[src/rtl/brtq_pkg.sv]
// Package: sizes, opcodes and stage word types for the bounded ring task queue.
`default_nettype none
package brtq_pkg;

  localparam int DEPTH      = 16;
  localparam int TASK_WIDTH = 64;
  localparam int PTR_W      = (DEPTH > 1) ? $clog2(DEPTH) : 1;
  localparam int CNT_W      = $clog2(DEPTH + 1);
  localparam int LEN_W      = $clog2(DEPTH + 1);

  localparam logic OP_ENQUEUE = 1'b0;
  localparam logic OP_DEQUEUE = 1'b1;

  typedef struct packed {
    logic                  valid;
    logic                  op;
    logic [TASK_WIDTH-1:0] word;
  } cmd_t;

  typedef struct packed {
    logic                  accepted;
    logic [TASK_WIDTH-1:0] task_out;
    logic                  present;
    logic [CNT_W-1:0]      count;
  } res_t;

endpackage
`default_nettype wire

[src/rtl/brtq_cmd_stage.sv]
// Input register: captures one command word per accepted start.
`default_nettype none
module brtq_cmd_stage (
  input  wire logic                            clk,
  input  wire logic                            rst,
  input  wire logic                            take,
  input  wire logic                            operation,
  input  wire logic [brtq_pkg::TASK_WIDTH-1:0] task_word,
  output brtq_pkg::cmd_t                       cmd
);
  import brtq_pkg::*;

  always_ff @(posedge clk) begin
    if (rst) begin
      cmd.valid <= 1'b0;
    end else begin
      cmd.valid <= take;
    end
    if (take) begin
      cmd.op   <= operation;
      cmd.word <= task_word;
    end
  end

endmodule
`default_nettype wire

[src/rtl/brtq_ring.sv]
// Ring state: slot store, valid marks, pointers, occupancy and the per-command update.
`default_nettype none
module brtq_ring (
  input  wire logic                       clk,
  input  wire logic                       rst,
  input  wire brtq_pkg::cmd_t             cmd,
  input  wire logic [brtq_pkg::LEN_W-1:0] eff_len,
  output brtq_pkg::res_t                  res
);
  import brtq_pkg::*;

  logic [TASK_WIDTH-1:0] slot_store [DEPTH];
  logic [DEPTH-1:0]      slot_valid;
  logic [PTR_W-1:0]      head_pointer, head_pointer_next;
  logic [PTR_W-1:0]      tail_pointer, tail_pointer_next;
  logic [CNT_W-1:0]      occupancy, occupancy_next;
  logic                  wr_en;
  logic                  clr_en;

  // next pointer, back to slot 0 at the ring end (also from beyond a shortened ring)
  function automatic logic [PTR_W-1:0] advance(input logic [PTR_W-1:0] ptr,
                                               input logic [LEN_W-1:0] len);
    logic [LEN_W-1:0] n;
    n = LEN_W'(ptr) + LEN_W'(1);
    return (n >= len) ? '0 : PTR_W'(n);
  endfunction

  always_comb begin
    head_pointer_next = head_pointer;
    tail_pointer_next = tail_pointer;
    occupancy_next    = occupancy;
    wr_en             = 1'b0;
    clr_en            = 1'b0;
    res.accepted      = 1'b0;
    res.task_out      = '0;
    res.present       = 1'b0;
    if (cmd.valid) begin
      if (cmd.op == OP_ENQUEUE) begin
        if (occupancy < eff_len) begin
          wr_en             = 1'b1;
          tail_pointer_next = advance(tail_pointer, eff_len);
          occupancy_next    = occupancy + CNT_W'(1);
          res.accepted      = 1'b1;
        end
      end else begin
        if (slot_valid[head_pointer]) begin
          clr_en            = 1'b1;
          head_pointer_next = advance(head_pointer, eff_len);
          if (occupancy != '0) begin
            occupancy_next = occupancy - CNT_W'(1);
          end
          res.accepted = 1'b1;
          res.task_out = slot_store[head_pointer];
          res.present  = 1'b1;
        end
      end
    end
    res.count = occupancy_next;
  end

  always_ff @(posedge clk) begin
    if (rst) begin
      slot_valid   <= '0;
      head_pointer <= '0;
      tail_pointer <= '0;
      occupancy    <= '0;
    end else begin
      head_pointer <= head_pointer_next;
      tail_pointer <= tail_pointer_next;
      occupancy    <= occupancy_next;
      if (wr_en) begin
        slot_valid[tail_pointer] <= 1'b1;
      end
      if (clr_en) begin
        slot_valid[head_pointer] <= 1'b0;
      end
    end
  end

  always_ff @(posedge clk) begin
    if (wr_en) begin
      slot_store[tail_pointer] <= cmd.word;
    end
  end

endmodule
`default_nettype wire

[src/rtl/brtq_result_stage.sv]
// Result register: holds one result word for one cycle with its strobe.
`default_nettype none
module brtq_result_stage (
  input  wire logic           clk,
  input  wire logic           rst,
  input  wire logic           res_valid,
  input  wire brtq_pkg::res_t res,
  output logic                done,
  output brtq_pkg::res_t      res_q
);
  import brtq_pkg::*;

  always_ff @(posedge clk) begin
    if (rst) begin
      done <= 1'b0;
    end else begin
      done <= res_valid;
    end
    res_q <= res;
  end

endmodule
`default_nettype wire

[src/rtl/bounded_ring_task_queue_core.sv]
// Top level of the bounded ring task queue: config register, stages and checks.
//
//  channel  | ports                                        | handshake
//  ---------+----------------------------------------------+---------------------------
//  command  | operation, task_word                         | start & !busy at clk edge
//  result   | accepted, task_out, task_present, entry_count| done high for one cycle
//  config   | cfg_data (ring_length)                       | cfg_write at clk edge
//
//  Cycles: one command word per cycle outside reset; done rises with the result word in
//    the result register, once the command has passed the input register and the ring
//    update (path: input register, ring update, result register).
//  Reset: rst is synchronous; it clears pointers, occupancy and all 16 valid marks
//    and sets ring_length to 16. busy is high only during reset.
//  Stalls: none. The receiver takes every result word; nothing holds the pipe.
`default_nettype none
module bounded_ring_task_queue_core (
  input  wire logic                            clk,
  input  wire logic                            rst,
  input  wire logic                            start,
  output logic                                 busy,
  input  wire logic                            operation,
  input  wire logic [brtq_pkg::TASK_WIDTH-1:0] task_word,
  input  wire logic                            cfg_write,
  input  wire logic [brtq_pkg::LEN_W-1:0]      cfg_data,
  output logic                                 done,
  output logic                                 accepted,
  output logic [brtq_pkg::TASK_WIDTH-1:0]      task_out,
  output logic                                 task_present,
  output logic [brtq_pkg::CNT_W-1:0]           entry_count
);
  import brtq_pkg::*;

  logic [LEN_W-1:0] ring_length;
  logic [LEN_W-1:0] eff_len;
  logic             take;
  cmd_t             cmd;
  res_t             res;
  res_t             res_q;

  // the pipe never backs up; only reset blocks new commands
  assign busy = rst;
  assign take = start & ~busy;

  always_ff @(posedge clk) begin
    if (rst) begin
      ring_length <= LEN_W'(DEPTH);
    end else if (cfg_write) begin
      ring_length <= cfg_data;
    end
  end

  // zero acts as one slot, anything past DEPTH acts as DEPTH
  always_comb begin
    if (ring_length == '0) begin
      eff_len = LEN_W'(1);
    end else if (ring_length > LEN_W'(DEPTH)) begin
      eff_len = LEN_W'(DEPTH);
    end else begin
      eff_len = ring_length;
    end
  end

  brtq_cmd_stage u_cmd (
    .clk       (clk),
    .rst       (rst),
    .take      (take),
    .operation (operation),
    .task_word (task_word),
    .cmd       (cmd)
  );

  brtq_ring u_ring (
    .clk     (clk),
    .rst     (rst),
    .cmd     (cmd),
    .eff_len (eff_len),
    .res     (res)
  );

  brtq_result_stage u_res (
    .clk       (clk),
    .rst       (rst),
    .res_valid (cmd.valid),
    .res       (res),
    .done      (done),
    .res_q     (res_q)
  );

  assign accepted     = res_q.accepted;
  assign task_out     = res_q.task_out;
  assign task_present = res_q.present;
  assign entry_count  = res_q.count;

  // every accepted command yields a result with done, past the input and result registers
  a_result_follows: assert property (@(posedge clk) disable iff (rst)
    take |=> ##1 done)
    else $error("accepted command produced no result");

  a_no_phantom: assert property (@(posedge clk) disable iff (rst)
    done |-> $past(take, 2))
    else $error("result without an accepted command");

  a_count_bound: assert property (@(posedge clk) disable iff (rst)
    done |-> (entry_count <= CNT_W'(DEPTH)))
    else $error("entry count above ring depth");

  a_empty_zero: assert property (@(posedge clk) disable iff (rst)
    (done && !task_present) |-> (task_out == '0))
    else $error("task_out nonzero without a dequeued task");

endmodule
`default_nettype wire

[config.mk]
export PLATFORM = sky130hd
export DESIGN_NAME = bounded_ring_task_queue_core
export DESIGN_NICKNAME = d
export VERILOG_FILES = /design/src/rtl/brtq_pkg.sv /design/src/rtl/brtq_cmd_stage.sv /design/src/rtl/brtq_ring.sv /design/src/rtl/brtq_result_stage.sv /design/src/rtl/bounded_ring_task_queue_core.sv
export SDC_FILE = /design/constraint.sdc
export NUM_CORES = 1
export LEC_CHECK = 0
export BUFFER_PORTS_ARGS = -buffer_cell sky130_fd_sc_hd__buf_4
export CORE_MARGIN = 8
export CORE_UTILIZATION = 60
export DETAILED_ROUTE_END_ITERATION = 8
export GPL_TIMING_DRIVEN = 0
export PLACE_DENSITY = 0.75
export SLEW_MARGIN = 20
export SYNTH_ARGS = -nofsm -noshare
export SYNTH_HDL_FRONTEND = slang
export SYNTH_HIERARCHICAL = 1
export SYNTH_SLANG_ARGS = --single-unit
[constraint.sdc]
create_clock -name clk -period 7.3 [get_ports clk]
set_input_delay 1.46 -clock clk [delete_from_list [all_inputs] [get_ports clk]]
set_output_delay 1.46 -clock clk [all_outputs]
set_load 0.05 [all_outputs]
# Word level (Yosys, flattened, before mapping)
# Memory sizes are Yosys's and may differ from the RTL's. A register that Yosys moved wholly into a read port is not among the register bits.
# Index checks and enable logic that the tools add are counted.
# op_classes
addsub	4
n_lt_le_gt_ge	8
muxes	30
bitwise	6
n_reduce_logical	7
# op_table
cell	n
$mux 66	1
$mux 16	3
$mux 5	7
$and 16x16->16	1
$mux 4	4
$not 16->16	1
$or 16x16->16	1
$mux 1	12
$add 4x1->5 const B	2
$ge 5x5->1	2
$lt 4x5->1 const B	2
$demux 1 s4	2
$ge 4x1->1 const B	2
$reduce_and 3->1	2
$add 5x1->5 const B	1
$gt 5x5->1 const B	1
$logic_not 5->1	1
$lt 5x5->1	1
$reduce_bool 5->1	1
$sub 5x1->5 const B	1
$bmux 1 s4	1
$logic_and 1x1->1	2
$not 1->1	2
$reduce_and 2->1	1
$and 1x1->1	1
# word_totals
register_bits	172
mem_bits_rw	1024
in_bits	74
mem_count	1
# memory_table
name	depth	width	read_ports	rd_clocked_by_memory_dff	write_ports	line	text
u_ring.slot_store	16	64	1	1	1	brtq_ring.sv:12	logic [TASK_WIDTH-1:0] slot_store [DEPTH];

# Longest topological paths before layout
# logic_depth
ltp_word	11
depth_mapped	10

# Modules after synthesis
# The synthesis kept the hierarchy.
# modules_own_cells
module	instances	cells_per_inst	area_each_um2	seq_area_each_um2
brtq_ring	1	1759	41235.8	31410.1
brtq_cmd_stage	1	67	1985.7	1971.9
brtq_result_stage	1	73	1455.1	1441.4
bounded_ring_task_queue_core	1	25	226.5	100.1

# Least setup slack after synthesis
# Ideal clock, no wire load.
# synth_path
path_type	flip-flop to flip-flop
from	register ring_length[2]
to	memory u_ring.slot_store[6][0] (enable)
arrival_time_ns	4.652
slack_ns	2.161
stages_incl_launch_ff	9
path_buffers	1
period_less_slack_ns	5.139
path_cell_list	dfxtp_1 -> or3_1 -> a21oi_1 -> nor2b_1 -> o21ai_0 -> a31oi_1 -> clkbuf_1 -> nand2_1 -> nor2_1
# synth_via
elab_chain_len	9
# synth_rtl
item	line	text
start, declared	bounded_ring_task_queue_core.sv:33	logic [LEN_W-1:0] ring_length;
start signal, assigned	bounded_ring_task_queue_core.sv:46	ring_length <= LEN_W'(DEPTH);
start signal, assigned	bounded_ring_task_queue_core.sv:48	ring_length <= cfg_data;
$gt 5x5->1	bounded_ring_task_queue_core.sv:56	end else if (ring_length > LEN_W'(DEPTH)) begin
$mux 5	bounded_ring_task_queue_core.sv:56	
$mux 5 *	bounded_ring_task_queue_core.sv:54	if (ring_length == '0) begin
net eff_len[0]	bounded_ring_task_queue_core.sv:34	logic [LEN_W-1:0] eff_len;
$lt 5x5->1 *	brtq_ring.sv:39	if (occupancy < eff_len) begin
$mux 1 *	brtq_ring.sv:39	
$mux 1 *	brtq_ring.sv:38	if (cmd.op == OP_ENQUEUE) begin
$mux 1 *	brtq_ring.sv:37	if (cmd.valid) begin
$mux 1 *	brtq_ring.sv:81	if (wr_en) begin
$mux 1 (not written as such) *	brtq_ring.sv:82	slot_store[tail_pointer] <= cmd.word;
end, declared	brtq_ring.sv:12	
# The timed path passes the listed nets; every way through them passes the cells marked *.

# Worst setup path after layout
# layout_path
from	register ring_length[2]
to	memory u_ring.slot_store[2][16] (enable)
# The elaborated chain is that of the path after synthesis.

==> flow_summary.ini <==
[timing]
post-route-period-util = 0.608
report.final.slew_viol_count = 0
hold_viol = 0
fmax_mhz = 225
clock_skew_ns = 0.0266
hold_ws_ns = 0.473
fin_tns_setup_ns = 0
setup_viol = 0
min_period_ns = 4.44
worst_pin_slew_ns = 1.12
rsz0062_at_grt = false
relSlewSlack = 0.256

[hold_path]
hold_path_class = register to register

[detailed_routing]
first_iter_violations = 2216
wl_mm = 106
drt_pass1_iterations = 5
postRouteAntennaNets = 0
via_per_inst = 6.52
via_count = 21662
drc = 0
wl_per_cell_um = 31.8

[cts]
post_cts_resized = 0
path_clk_slew_ns = 0.06
post-cts-setup-buffer-count = 0
clock_latency_ns = 0.68
clockBufferDepth = 3
tritoncts = done
numClockSinks = 1200
cts_hold_buf = 0
root_buffer = clkbuf_16
h-tree-depth = 3
numCtsBuffers = 116

[global_route]
grt_max_degree = 33
grt_pass1_vias = 22753
antenna_found_initial = 1
grt-ovfl-total = 0
grtUsageTotal = 0.255
grt_pass1_wl_mm = 153

[synthesis]
synth-seq-cells = 1200
netlist_instances = 1924
syn-cell-area_um2 = 44900
synth_top_cell_by_area = edfxtp_1
synthMostInstantiatedCell = edfxtp_1
synth-seq-area-share = 0.778
synth_enable_flop_cells = 1089
synth_commonest_cells = edfxtp_1 (1089), mux4_2 (272), dfxtp_1 (111), and2_1 (68), mux4_1 (48)
synth_cell_types = 46
yosys_warnings = 6
synth.top_cell.area_share = 0.728
ys_async_sr_fraction = 0
synth-main-ff-cell = edfxtp_1
ys_top_cells_by_area = edfxtp_1 (73%), mux4_2 (14%), dfxtp_1 (4.9%)
syn_nets = 2022
avgSynthCellArea_um2 = 23.3

[worst_setup_path]
critical_path_class = register to register
arrival_ns = 4.82
crit_path_end_kind = register
worstPathRequired_ns = 7.68
cp-start-kind = register
path_max_fanout = 17

[power_and_ir_drop]
vdd_drop_max_uv = 213
power_frac_seq = 0.555
p_switching_w = 0.00267
p_int_w = 0.0111
power.density_nw_per_um2 = 262
p_leak_nw = 16.9
clkPwrFrac = 0.433
p_comb_frac = 0.012
switching_share = 0.194

[layout]
finalInstanceArea_um2 = 52700
area_growth_pct = 17.5
fillers = 4151
seqCellArea_um2 = 34900
multi_input_area_um2 = 9440
final_nets = 2347
drive_above_1_share = 0.308
final_util = 0.710

[floorplanning]
die_w_um = 290
pin_count = 147
dieArea_um2 = 83800
core-area_um2 = 74300
num_rows = 100
die_h_um = 290
start_util = 0.604

[placement]
dpl_cell_area_um2 = 48900
gp_routability_congestion = 0.797
port_buffers = 145
dp.final_hpwl_mm = 62.0

[run]
max_cap_viol_count = 0

[outcome]
status = finished clean
==> per-layer routing <==
metal | track usage | wire [um]
met1 | 0.325 | 38900
met5 | 0 | 0
met2 | 0.442 | 54300
met4 | 0.0910 | 3740
met3 | 0.0492 | 8950
==> final timing paths <==
check	start	end	slack, ns	cells after the start
worst min register to register	u_ring/slot_valid[2]	u_ring/slot_valid[2]	0.47	1
worst min-delay path	u_ring/slot_valid[2]	u_ring/slot_valid[2]	0.47	1
worst max-delay path	ring_length[2]	u_ring/slot_store[2][16]	2.86	11
worst max register to register	ring_length[2]	u_ring/slot_store[2][16]	2.86	11
==> power by group through the flow <==
stage	clock network [W]	registers, W	logic, W
CTS	0.00607	0.00766	0.000165
global placement	0	0.00779	0.000143
floorplan	0	0.00777	0.0000702
detailed placement	0	0.00780	0.000163
global route	0.00633	0.00766	0.000174
finish	0.00598	0.00766	0.000165
==> registers in the layout, summed over array words and instances, names as in the netlist, named ones only <==
name,count
u_ring/occupancy,5
u_ring/tail_pointer,4
ring_length,5
u_cmd/cmd,66
u_ring/slot_valid,16
u_ring/slot_store,1024
u_res/done,1
u_res/res_q,71
u_ring/head_pointer,4
==> worst max-delay path: stages, from the launching register on <==
cell,delay (ns)
dfxtp_1,0.32
or3_1,0.38
a21oi_1,0.33
nor2b_1,0.19
o21ai_0,0.10
a31oi_1,0.64
clkbuf_1,0.45
nand2_1,0.38
nor2_4,0.70
buf_12,0.27
buf_16,0.20
buf_16,0.18
==> metrics by stage <==
stage,cells,power [W],setup WS (ns)
6_report,3323,0.0138,2.86
3_3_place_gp,3038,0.00794,-2.01
3_5_place_dp,3099,0.00796,3.02
2_1_floorplan,1924,0.00784,2.16
5_1_grt,3322,0.0142,2.69
4_1_cts,3321,0.0139,2.94
==> placed cells by master (no fill, tap or decap), types with 14 or more instances in the layout <==
master	synthesis	routed
ha_1	24	24
a31oi_1	17	17
o21a_1	14	14
a21oi_1	16	16
buf_16	0	44
clkbuf_8	0	19
mux2i_1	15	15
dfxtp_1	111	111
mux4_1	48	48
clkbuf_1	45	80
buf_4	11	156
buf_12	2	18
clkbuf_16	0	120
edfxtp_1	1089	1089
mux4_2	272	272
nor2_1	29	17
clkinv_2	0	24
inv_1	19	19
nand2_1	23	23
buf_6	16	18
and2_1	68	68
==> cell families (layout without fill, tap and decap cells) <==
family                   count (synthesis)  count (layout)  synth area share
adder cells (fa/ha/maj)                 24              24           0.00669
XOR/XNOR                                 4               4          0.000780
other                                    0               1                 0
flip-flops                            1200            1200             0.778
AND/OR/NAND/NOR                        169             169            0.0209
multiplexers                           335             335             0.168
AO/OA/AOI/OAI                           77              77            0.0116
buffers and inverters                  115             544            0.0145
==> final cells by class <==
type	count	share of cell area
multi-input cells	609	0.179
clock buffers	175	0.0644
inverters	20	0.00142
plain buffers	95	0.0110
diodes	1	0.0000474
flip-flops and latches	1200	0.662
repair buffers	207	0.0501
clock inverters	47	0.00904
well taps	969	0.0230
No activity file was read; power rests on OpenSTA's default activity.
